[src/hdl/asbq_pkg.sv]
// shared constants, command codes and types for the auto-stepping byte queue unit
// no dependencies; used by asbq_exec, asbq_store and auto_stepping_byte_queue_unit
package asbq_pkg;

    localparam int STORE_DEPTH = 256;
    localparam int IDX_W = $clog2(STORE_DEPTH);
    localparam logic [7:0] LAST_ADDR = 8'(STORE_DEPTH - 1);
    localparam logic [15:0] DEPTH16 = 16'(STORE_DEPTH);

    // control byte bits
    localparam int CTL_AO = 0;
    localparam int CTL_DO = 1;
    localparam int CTL_DW = 2;
    localparam int CTL_ME = 3;
    localparam int CTL_QR = 7;

    localparam logic [7:0] KEEP_QR_ME = 8'h88;
    localparam logic [7:0] KEEP_QR = 8'h80;
    localparam logic [7:0] SET_DO_ME = 8'h0A;
    localparam logic [7:0] MASK_BYTE = 8'hFF;

    // command codes
    localparam logic [4:0] OP_CLR_OUT = 5'd0;
    localparam logic [4:0] OP_SET_ADDR = 5'd1;
    localparam logic [4:0] OP_ADDR_OUT = 5'd2;
    localparam logic [4:0] OP_DATA_MASKED = 5'd3;
    localparam logic [4:0] OP_WR_MASKED = 5'd4;
    localparam logic [4:0] OP_ADDR_INC = 5'd5;
    localparam logic [4:0] OP_ADDR_DEC = 5'd6;
    localparam logic [4:0] OP_DATA_OUT = 5'd7;
    localparam logic [4:0] OP_WR_PLAIN = 5'd8;
    localparam logic [4:0] OP_MASK_ON = 5'd9;
    localparam logic [4:0] OP_MASK_OFF = 5'd10;
    localparam logic [4:0] OP_DATA_KEEP = 5'd11;
    localparam logic [4:0] OP_WR_MODE = 5'd12;
    localparam logic [4:0] OP_LOAD_COUNT = 5'd13;
    localparam logic [4:0] OP_LOAD_REFILL = 5'd14;
    localparam logic [4:0] OP_START = 5'd15;
    localparam logic [4:0] OP_STOP = 5'd16;

    typedef struct packed {
        logic             we;
        logic [IDX_W-1:0] widx;
        logic [7:0]       wdata;
        logic [IDX_W-1:0] ridx;
    } mem_req_t;

    typedef struct packed {
        logic [7:0] addr;
        logic       ctl_ao;
        logic       ctl_do;
        logic       ctl_me;
    } status_t;

    // address modulo store depth, restoring steps on a narrow value
    function automatic logic [IDX_W-1:0] slot_of(input logic [7:0] a);
        logic [15:0] r;
        r = {8'd0, a};
        for (int k = 3; k >= 0; k--)
        begin
            if (r >= (DEPTH16 << k))
            begin
                r = r - (DEPTH16 << k);
            end
        end
        return r[IDX_W-1:0];
    endfunction

endpackage

[src/hdl/auto_stepping_byte_queue_unit.sv]
// Auto-stepping byte queue unit: 256-byte store with address register, output modes and a
// countdown-driven stepper. One word is accepted per clock while the result register can take a
// word; each word gives one result word through the input register, the update stage with the
// store's registered read, and the result register. The store reads as zero after reset
// through per-entry valid bits, so no clearing pass is run.
// Depends on asbq_pkg, asbq_exec and asbq_store.
module auto_stepping_byte_queue_unit
(
    input  logic        clk,
    input  logic        rst_n,
    input  logic        cfg_wr_en,
    input  logic [7:0]  cfg_wr_data,      // write_mask
    input  logic        s_axis_tvalid,
    output logic        s_axis_tready,
    input  logic [23:0] s_axis_tdata,     // opcode[4:0], data_value[20:5], zero pad
    input  logic [0:0]  s_axis_tuser,     // mode
    output logic        m_axis_tvalid,
    input  logic        m_axis_tready,
    output logic [15:0] m_axis_tdata,     // read_value[7:0], read_mask[15:8]
    output logic [0:0]  m_axis_tuser      // read_valid
);

    logic        en;
    logic [7:0]  wm_reg;
    logic        a_valid_reg;
    logic        a_mode_reg;
    logic [4:0]  a_opcode_reg;
    logic [15:0] a_data_reg;
    logic        b_valid_reg;
    logic        c_valid_reg;
    logic        c_rv_reg;
    logic [7:0]  c_value_reg;
    logic [7:0]  c_mask_reg;
    logic [7:0]  cur_byte;

    asbq_pkg::mem_req_t req;
    asbq_pkg::status_t  st;

    // whole pipe moves together whenever the result register can take a word
    assign en = !c_valid_reg || m_axis_tready;
    assign s_axis_tready = en;

    always_ff @(posedge clk or negedge rst_n)
    begin
        if (!rst_n)
        begin
            wm_reg <= asbq_pkg::MASK_BYTE;
        end
        else if (cfg_wr_en)
        begin
            wm_reg <= cfg_wr_data;
        end
    end

    always_ff @(posedge clk or negedge rst_n)
    begin
        if (!rst_n)
        begin
            a_valid_reg <= 1'b0;
            b_valid_reg <= 1'b0;
            c_valid_reg <= 1'b0;
        end
        else if (en)
        begin
            a_valid_reg <= s_axis_tvalid;
            b_valid_reg <= a_valid_reg;
            c_valid_reg <= b_valid_reg;
        end
    end

    always_ff @(posedge clk)
    begin
        if (en)
        begin
            a_mode_reg <= s_axis_tuser[0];
            a_opcode_reg <= s_axis_tdata[4:0];
            a_data_reg <= s_axis_tdata[20:5];
            if (st.ctl_ao)
            begin
                c_rv_reg <= 1'b1;
                c_value_reg <= st.addr;
                c_mask_reg <= asbq_pkg::MASK_BYTE;
            end
            else if (st.ctl_do)
            begin
                c_rv_reg <= 1'b1;
                c_value_reg <= cur_byte;
                c_mask_reg <= st.ctl_me ? wm_reg : asbq_pkg::MASK_BYTE;
            end
            else
            begin
                c_rv_reg <= 1'b0;
                c_value_reg <= 8'd0;
                c_mask_reg <= 8'd0;
            end
        end
    end

    asbq_exec u_exec
    (
        .clk        (clk),
        .rst_n      (rst_n),
        .step       (en && a_valid_reg),
        .mode       (a_mode_reg),
        .opcode     (a_opcode_reg),
        .data_value (a_data_reg),
        .cur_byte   (cur_byte),
        .write_mask (wm_reg),
        .req        (req),
        .st         (st)
    );

    asbq_store u_store
    (
        .clk      (clk),
        .rst_n    (rst_n),
        .en       (en),
        .req      (req),
        .cur_byte (cur_byte)
    );

    assign m_axis_tvalid = c_valid_reg;
    assign m_axis_tdata = {c_mask_reg, c_value_reg};
    assign m_axis_tuser = c_rv_reg;

    // an idle result carries all-zero data
    a_idle_zero: assert property (@(posedge clk) disable iff (!rst_n)
        m_axis_tvalid && !m_axis_tuser[0] |-> m_axis_tdata == 16'd0)
        else $error("idle result with nonzero data");

    // a mask other than all ones can only be the configured write mask
    a_mask_src: assert property (@(posedge clk) disable iff (!rst_n)
        m_axis_tvalid && m_axis_tuser[0] && m_axis_tdata[15:8] != 8'hFF
        |-> m_axis_tdata[15:8] == wm_reg)
        else $error("result mask not from write mask");

    // an accepted word enters the input register
    a_accept: assert property (@(posedge clk) disable iff (!rst_n)
        s_axis_tvalid && s_axis_tready |=> a_valid_reg)
        else $error("accepted word lost");

    // a stalled pipe leaves the state untouched
    a_stall_hold: assert property (@(posedge clk) disable iff (!rst_n)
        !en |=> $stable(st.addr) && $stable(st.ctl_ao) && $stable(st.ctl_do))
        else $error("state changed while stalled");

    // no store write happens without a pipeline advance
    a_write_en: assert property (@(posedge clk) disable iff (!rst_n)
        req.we |-> en && a_valid_reg)
        else $error("store write outside an item step");

endmodule

[src/hdl/asbq_store.sv]
// byte store with one write and one registered read port, per-entry valid bits
// depends on asbq_pkg
module asbq_store
(
    input  logic              clk,
    input  logic              rst_n,
    input  logic              en,
    input  asbq_pkg::mem_req_t req,
    output logic [7:0]        cur_byte
);

    logic [7:0] mem [asbq_pkg::STORE_DEPTH];
    logic [7:0] rd_reg;
    logic [7:0] wdata_reg;
    logic [asbq_pkg::STORE_DEPTH-1:0] vld_reg;
    logic       hit_reg;
    logic       rvld_reg;

    always_ff @(posedge clk)
    begin
        if (req.we)
        begin
            mem[req.widx] <= req.wdata;
        end
        if (en)
        begin
            rd_reg <= mem[req.ridx];
            wdata_reg <= req.wdata;
        end
    end

    always_ff @(posedge clk or negedge rst_n)
    begin
        if (!rst_n)
        begin
            vld_reg <= '0;
            hit_reg <= 1'b0;
            rvld_reg <= 1'b0;
        end
        else
        begin
            if (req.we)
            begin
                vld_reg[req.widx] <= 1'b1;
            end
            if (en)
            begin
                hit_reg <= req.we && (req.widx == req.ridx);
                rvld_reg <= vld_reg[req.ridx];
            end
        end
    end

    // byte at the current address; never-written entries read as zero
    assign cur_byte = hit_reg ? wdata_reg : (rvld_reg ? rd_reg : 8'd0);

endmodule

[src/hdl/asbq_exec.sv]
// command and stepper logic: address, control, countdown and refill registers
// depends on asbq_pkg
module asbq_exec
(
    input  logic               clk,
    input  logic               rst_n,
    input  logic               step,
    input  logic               mode,
    input  logic [4:0]         opcode,
    input  logic [15:0]        data_value,
    input  logic [7:0]         cur_byte,
    input  logic [7:0]         write_mask,
    output asbq_pkg::mem_req_t req,
    output asbq_pkg::status_t  st
);

    logic [7:0]  address_reg, address_next;
    logic [7:0]  control_reg, control_next;
    logic [15:0] countdown_reg, countdown_next;
    logic [15:0] refill_reg, refill_next;
    logic [7:0]  lo;
    logic [7:0]  masked;
    logic        we;
    logic [7:0]  wdata;

    assign lo = data_value[7:0];
    assign masked = (cur_byte & ~write_mask) | (lo & write_mask);

    always_comb
    begin
        address_next = address_reg;
        control_next = control_reg;
        countdown_next = countdown_reg;
        refill_next = refill_reg;
        we = 1'b0;
        wdata = masked;
        if (step)
        begin
            if (!mode)
            begin
                case (opcode)
                    asbq_pkg::OP_CLR_OUT:
                        control_next = control_reg & asbq_pkg::KEEP_QR_ME;
                    asbq_pkg::OP_SET_ADDR:
                        address_next = lo;
                    asbq_pkg::OP_ADDR_OUT:
                    begin
                        control_next = control_reg & asbq_pkg::KEEP_QR_ME;
                        control_next[asbq_pkg::CTL_AO] = 1'b1;
                    end
                    asbq_pkg::OP_DATA_MASKED:
                        control_next = (control_reg & asbq_pkg::KEEP_QR)
                                       | asbq_pkg::SET_DO_ME;
                    asbq_pkg::OP_WR_MASKED:
                        we = 1'b1;
                    asbq_pkg::OP_ADDR_INC:
                        address_next = address_reg + 8'd1;
                    asbq_pkg::OP_ADDR_DEC:
                        address_next = address_reg - 8'd1;
                    asbq_pkg::OP_DATA_OUT:
                    begin
                        control_next = control_reg & asbq_pkg::KEEP_QR;
                        control_next[asbq_pkg::CTL_DO] = 1'b1;
                    end
                    asbq_pkg::OP_WR_PLAIN:
                    begin
                        we = 1'b1;
                        wdata = lo;
                    end
                    asbq_pkg::OP_MASK_ON:
                        control_next[asbq_pkg::CTL_ME] = 1'b1;
                    asbq_pkg::OP_MASK_OFF:
                        control_next[asbq_pkg::CTL_ME] = 1'b0;
                    asbq_pkg::OP_DATA_KEEP:
                    begin
                        control_next = control_reg & asbq_pkg::KEEP_QR_ME;
                        control_next[asbq_pkg::CTL_DO] = 1'b1;
                    end
                    asbq_pkg::OP_WR_MODE:
                    begin
                        control_next = control_reg & asbq_pkg::KEEP_QR_ME;
                        control_next[asbq_pkg::CTL_DW] = 1'b1;
                    end
                    asbq_pkg::OP_LOAD_COUNT:
                        countdown_next = data_value;
                    asbq_pkg::OP_LOAD_REFILL:
                        refill_next = data_value;
                    asbq_pkg::OP_START:
                        control_next[asbq_pkg::CTL_QR] = 1'b1;
                    asbq_pkg::OP_STOP:
                        control_next[asbq_pkg::CTL_QR] = 1'b0;
                    default:
                        control_next = control_reg;
                endcase
            end
            else if (control_reg[asbq_pkg::CTL_QR])
            begin
                if (countdown_reg != 16'd0)
                begin
                    countdown_next = countdown_reg - 16'd1;
                end
                else
                begin
                    we = control_reg[asbq_pkg::CTL_DW];
                    // stepper halts at the last address instead of wrapping
                    if (address_reg < asbq_pkg::LAST_ADDR)
                    begin
                        address_next = address_reg + 8'd1;
                    end
                    else
                    begin
                        control_next[asbq_pkg::CTL_QR] = 1'b0;
                    end
                    countdown_next = refill_reg;
                end
            end
        end
    end

    always_ff @(posedge clk or negedge rst_n)
    begin
        if (!rst_n)
        begin
            address_reg <= 8'd0;
            control_reg <= 8'd0;
            countdown_reg <= 16'd0;
            refill_reg <= 16'd0;
        end
        else
        begin
            address_reg <= address_next;
            control_reg <= control_next;
            countdown_reg <= countdown_next;
            refill_reg <= refill_next;
        end
    end

    // writes go to the old address, the read fetches the byte at the new one
    assign req.we = we;
    assign req.widx = asbq_pkg::slot_of(address_reg);
    assign req.wdata = wdata;
    assign req.ridx = asbq_pkg::slot_of(address_next);

    assign st.addr = address_reg;
    assign st.ctl_ao = control_reg[asbq_pkg::CTL_AO];
    assign st.ctl_do = control_reg[asbq_pkg::CTL_DO];
    assign st.ctl_me = control_reg[asbq_pkg::CTL_ME];

endmodule

[config.mk]
export PLATFORM = sky130hd
export DESIGN_NAME = auto_stepping_byte_queue_unit
export DESIGN_NICKNAME = d
export VERILOG_FILES = /design/src/hdl/asbq_pkg.sv /design/src/hdl/auto_stepping_byte_queue_unit.sv /design/src/hdl/asbq_store.sv /design/src/hdl/asbq_exec.sv
export SDC_FILE = /design/constraint.sdc
export NUM_CORES = 2
export LEC_CHECK = 0
export ABC_AREA = 1
export CAP_MARGIN = 20
export CORE_UTILIZATION = 38
export CTS_BUF_LIST = sky130_fd_sc_hd__clkbuf_4
export CTS_CLUSTER_DIAMETER = 60
export DETAILED_ROUTE_END_ITERATION = 7
export DONT_BUFFER_PORTS = 1
export PLACE_DENSITY = 0.56
export SYNTH_ARGS = -nofsm -noshare
export SYNTH_HDL_FRONTEND = slang
export SYNTH_SLANG_ARGS = --single-unit
[constraint.sdc]
create_clock -name clk -period 26.8 [get_ports clk]
set_clock_uncertainty 0.2 [all_clocks]
set_input_delay 1.34 -clock clk [delete_from_list [all_inputs] [get_ports clk]]
set_output_delay 1.34 -clock clk [all_outputs]
set_load 0.05 [all_outputs]
## Yosys cells after proc, flatten, opt, wreduce, memory -nomap -nowiden

Memories as Yosys holds them, arrays and structs flattened. A register that Yosys moved wholly into a read port is not among the register bits.
Index checks and enable logic that the tools add are counted.

| word-level totals | value |
|---|---|
| flip-flop bits (word level) | 361 |
| RAM bits | 2048 |
| bits of input ports | 38 |
| output and inout bits | 19 |
| word-level logic and storage cells | 110 |
| memories | 1 |

Memory list:

| memory | words | bits a word | read ports | clocked after memory_dff | write ports | RTL line | text |
|---|---|---|---|---|---|---|---|
| u_store.mem | 256 | 8 | 1 | 1 | 1 | asbq_store.sv:12 | `logic [7:0] mem [asbq_pkg::STORE_DEPTH];` |

| operators by class | value |
|---|---|
| add/sub/neg operators | 3 |
| magnitude comparators | 4 |
| eq/ne operators | 18 |
| mux-type cells | 38 |
| bitwise gates (word level) | 6 |
| reductions and logical operators | 20 |

Operators by type and width:

| kind | number |
|---|---|
| $or A256 B256 Y256 | 1 |
| $mux W8 | 14 |
| $mux W16 | 4 |
| $eq A5 B4 Y1 const B | 8 |
| $pmux W8 S3 | 1 |
| $eq A5 B3 Y1 const B | 4 |
| $lt A8 B9 Y1 const B | 2 |
| $and A8 B8 Y8 | 2 |
| $reduce_bool A16 Y1 | 1 |
| $sub A16 B1 Y16 const B | 1 |
| $mux W1 | 14 |
| $pmux W3 S4 | 1 |
| $reduce_and A3 Y1 | 4 |
| $eq A5 B2 Y1 const B | 2 |
| $add A8 B1 Y8 const B | 1 |
| $bmux W1 S8 | 1 |
| $demux W1 S8 | 1 |
| $eq A8 B8 Y1 | 1 |
| $ge A8 B1 Y1 const B | 1 |
| $lt A8 B8 Y1 const B | 1 |
| $not A8 Y8 | 1 |
| $or A8 B8 Y8 | 1 |
| $sub A8 B1 Y8 const B | 1 |
| $reduce_or A2 Y1 | 3 |
| other kinds (14) | 18 |

## Depth between registers and ports, before layout

| logic depth | value |
|---|---|
| word-level depth | 8 |
| depth in mapped cells | 24 |
| depth with buffers taken out | 21 |

## Hierarchy

A second synthesis with hierarchy kept.

| second synthesis, totals | value |
|---|---|
| cells, all modules | 8483 |
| area, all modules | 99153.8 sq um |

By module, submodules not included:

| module | instances | cells an instance | area each (sq um) |
|---|---|---|---|
| asbq_store | 1 | 7785 | 93602.3 |
| asbq_exec | 1 | 557 | 3662.3 |
| auto_stepping_byte_queue_unit | 1 | 141 | 1889.3 |

## Worst setup path before layout

Ideal clock, no wire load.

| timing path | value |
|---|---|
| kind | input -> register |
| start | input port m_axis_tready |
| end | memory u_store.mem[0][6] (data pin) |
| setup time | 2.195 ns |
| arrival | 13.273 ns |
| required time | 24.405 ns |
| setup slack | 11.132 ns |
| cell stages on the path | 10 |
| buffers on the path | 1 |
| cells stage by stage | inv_1 nand2_2 nand2_2 nor2_2 inv_1 nor2_1 nand3_1 clkbuf_1 nand2_1 o21ai_0 |

RTL lines:

| item | RTL line | text |
|---|---|---|
| start: declaration | auto_stepping_byte_queue_unit.sv:18 | `input logic m_axis_tready,` |
| end: declaration | asbq_store.sv:12 |  |

## Worst setup path in the final report

| timing path | value |
|---|---|
| start | register c_valid_reg, in the netlist m_axis_tvalid |
| end | register u_store.rd_reg[3], read port of u_store.mem (data pin) |

| on the way | value |
|---|---|
| word-level cells in the longest chain between the ends | 4 |

RTL lines:

| item | RTL line | text |
|---|---|---|
| start: declaration | auto_stepping_byte_queue_unit.sv:30 | `logic c_valid_reg;` |
| start signal: assignment | auto_stepping_byte_queue_unit.sv:67 | `c_valid_reg <= b_valid_reg;` |
| $logic_not A1 Y1 (*) | auto_stepping_byte_queue_unit.sv:40 | `assign en = !c_valid_reg \|\| m_axis_tready;` |
| $logic_or A1 B1 Y1 (*) | auto_stepping_byte_queue_unit.sv:40 |  |
| via s_axis_tready | auto_stepping_byte_queue_unit.sv:14 | `output logic s_axis_tready,` |
| $logic_and A1 B1 Y1 | auto_stepping_byte_queue_unit.sv:103 | `.step (en && a_valid_reg),` |
| $mux W8 | asbq_exec.sv:37 | `if (step)` |
| end: declaration | asbq_store.sv:13 | `logic [7:0] rd_reg;` |

Mark *: on every way through the listed nets, which the timed path passes. The rest lies on a longest branch.
A chain may end at the register's enable or synchronous reset.

==> flow_summary.toml <==
[cts]
clock_path_buffers = 4
path_clk_slew_ps = 70
cts_tree = "yes"
clkLatencyLatePin_ps = 1410
cts_buffers = 645
htree_num_levels = 6
cts_root_buf = "clkbuf_4"
cts.sinks = 2417

[setup_path]
cp-end-kind = "flip-flop"
rr_worst_depth = 21
max_stage_delay_ps = 850
cp_common_cell = "nand3_1"
cp_top_family = "simple AND/OR/NAND/NOR gates"
r2r-end = "u_store.rd_reg[3]$_DFFE_PN_"
cp_cell_sequence = "nand2_4, nand2_2, nor2_2, o21ai_0, nor2_1, nand2_4, nand3_4, inv_8, buf_4, buf_4, buf_4, buf_4, nand2_1, o211ai_1, nand3_1, nand3_1, nand3_1, nand3_1, nand3_1, nand3_1, nand2_1"
cp_num_buf_inv = 5
path_class = "flip-flop to flip-flop"
timing.rr.start = "m_axis_tvalid$_DFFE_PN0N_"
path_max_fanout = 166
rrSetupSlack_ps = 17600
critPathArrivalTime_ps = 10110
required_ps = 27700
slowest_stage = "inv_8"
cp-start-kind = "flip-flop"

[place]
port_buffers = 0
dp_hpwl_um = 152000
place.gp.congestion = 0.880
placed_area_sq_um = 103000

[sta]
rsz0062_at_grt = "no"
maxSlewViolCount = 0
fin_crit_ps = 9200
fin_crit_sh_pct = 34.3
final.setup.tns_ps = 0
finalSetupViolCount = 0
slew_headroom_pct = 23.3
max_freq_mhz = 109
worst_pin_slew_ps = 1150
hold_viol_final = 0

[synthesis]
syn_area_per_cell_sq_um = 12.2
synth_seq_cells = 2417
synthTopCellsByArea = "edfxtp_1 63%, dfrtp_1 7.6%, nand3_1 6.2%"
netlist.area_leader.share_pct = 63.0
yosysUniqueCellTypes = 46
async_flop_share_pct = 13.0
synth.most_common_cell = "edfxtp_1"
syn_inst = 8187
syn_area_sq_um = 100000
synth_nets = 8231
synth_top_cell_by_area = "edfxtp_1"
synth_seq_area_share_pct = 70.8
synthFlopType = "edfxtp_1"
synth_edf_count = 2103
synth_common_cells = "2103 x edfxtp_1, 1244 x nand3_1, 797 x o21ai_0, 674 x inv_1, 627 x nand2_1"
ys_warn_count = 0

[floorplan]
die_x_um = 516
ios = 57
initial_core_util_pct = 38.2
die-area_sq_um = 266000
num_rows = 188
coreArea_sq_um = 262000
die_y_um = 516

[worst_hold_path]
hold-path-endpoint = "m_axis_tvalid$_DFFE_PN0N_"
hold_depth = 2
hp-class = "flip-flop to flip-flop"
holdCritStartpoint = "b_valid_reg$_DFFE_PN0N_"

[detailed_routing]
wl_um = 287000
drc = 0
routed_via_density = 5.39
firstDrtPassIters = 6
wl_per_cell_um = 23.2
num_vias = 66900
postRouteAntennaNets = 0
first_iter_violations = 6980

[cells_and_area]
drive_above_1_share_pct = 16.7
final_cell_area_sq_um = 112000
layout.nets = 8437
syn2layout_area_growth_pct = 11.7
largest_reg_flops = 2048
n_fill_cell = 24400

[grt]
grt_pass1_vias = 64800
grt_pass1_wl_um = 422000
track_usage_pct = 21.3
grt.overflow.total = 0
grt_max_degree = 315
antenna_found_initial = 12

[flow_run]
drv_cap = 0

[power_and_ir_drop]
leakagePower_nw = 41.3
powerDensity_nw_per_um2 = 108
ir_drop_v = 0.000127

[outcome]
status = "completed"
kinds of logic (layout without fill, tap and decap cells):
kind of cell | Yosys count | after routing | share of synthesized area [%]
xor gates and xnor gates | 12 | 12 | 0.105
and+or+nand+nor | 2543 | 2543 | 11.9
adders and majority gates | 6 | 6 | 0.0749
muxes | 8 | 8 | 0.0898
buffers and inverters | 1260 | 1951 | 5.13
other | 0 | 10 | 0
DFF | 2417 | 2417 | 70.8
AOI/OAI and AO/OA | 1941 | 1941 | 11.9
cell usage in the layout (no fill, tap or decap), drive strengths merged, types with 2 or more instances in the layout:
cell and n:
xor2 10, bufinv 9, a22oi 9, nor3 4, nand3 1247, a31o 7
o22ai 17, clkinv 80, mux2 8, a31oi 17, o21bai 443, dfstp 8
dfrtp 306, o211ai 366, o221ai 4, a21oi 32, nand2 638, edfxtp 2103
buf 98, o31ai 2, nand4 72, ha 6, a211oi 4, dlygate4sd3 33
or2 229, xnor2 2, clkbuf 1033, inv 698, nor2 352, o21ai 1036
diode 10
routing by layer:
| metal | vias to the layer above | share of wire [%] | global-route usage [%] |
|---|---|---|---|
| met2 | 2869 | 46 | 32.8 |
| met3 | 512 | 9.3 | 5.83 |
| li1 | 30500 | - | - |
| met1 | 33000 | 42 | 28.5 |
| met4 | 4 | 3.2 | 8.03 |
| met5 | - | 0.011 | 0 |
per-stage QoR:
stage	worst slack (ps)	util [%]	instances	power (mW)	hold WS (ps)
2_1_floorplan	11130	-	8187	7.40	220
3_5_place_dp	17060	39.3	11200	8.77	232
4_1_cts	17600	42.7	12400	12.1	53.3
3_3_place_gp	17090	39.3	11200	8.72	237
6_report	17600	42.7	12400	12.1	252
5_1_grt	16950	42.7	12400	12.7	273
cell type report:
| class | instances | area [sq um] | share of cell area, % |
|---|---|---|---|
| diodes | 10 | 25.0 | 0.0223 |
| clock buffers | 1033 | 7750 | 6.93 |
| clock inverters | 99 | 623 | 0.556 |
| inverters | 688 | 2660 | 2.37 |
| multi-input cells | 4510 | 24300 | 21.7 |
| flip-flops and latches | 2417 | 71000 | 63.4 |
| well taps | 3515 | 4400 | 3.93 |
| repair buffers | 131 | 1210 | 1.08 |
repair_timing:
item | in CTS | in global routing
hold buffers | 33 | 1
gates resized for setup | 0 | 0
hold endpoints to repair | 345 | 98
endpoints found under the setup margin | 0 | 0
setup buffers | 0 | 0
worst max-delay path by stage:
stage	cells past startpoint	start	endpoint	slack (ps)
floorplan	10	m_axis_tready	u_store.mem[0][6]$_DFFE_PP_	11130
CTS	21	m_axis_tvalid$_DFFE_PN0N_	u_store.rd_reg[3]$_DFFE_PN_	17600
finish	21	m_axis_tvalid$_DFFE_PN0N_	u_store.rd_reg[3]$_DFFE_PN_	17600
global placement	22	m_axis_tready	u_store.rd_reg[3]$_DFFE_PN_	17090
global route	21	m_axis_tvalid$_DFFE_PN0N_	u_store.rd_reg[3]$_DFFE_PN_	16950
detailed placement	22	m_axis_tready	u_store.rd_reg[3]$_DFFE_PN_	17060
worst reg2reg max path: cells and delay by family (launching register included):
| kind | cells | cell delay [ps] |
|---|---|---|
| simple gates | 14 | 4020 |
| buf+inv | 5 | 3780 |
| compound gates | 2 | 220 |
| flops | 1 | 720 |
power by group:
part	switching [mW]	total, mW	internal [mW]
Combinational	3.14	4.17	1.03
Sequential	0.104	4.58	4.47
Clock	1.51	3.33	1.82
Total	4.75	12.1	7.33
No activity file was read; power rests on OpenSTA's default activity.
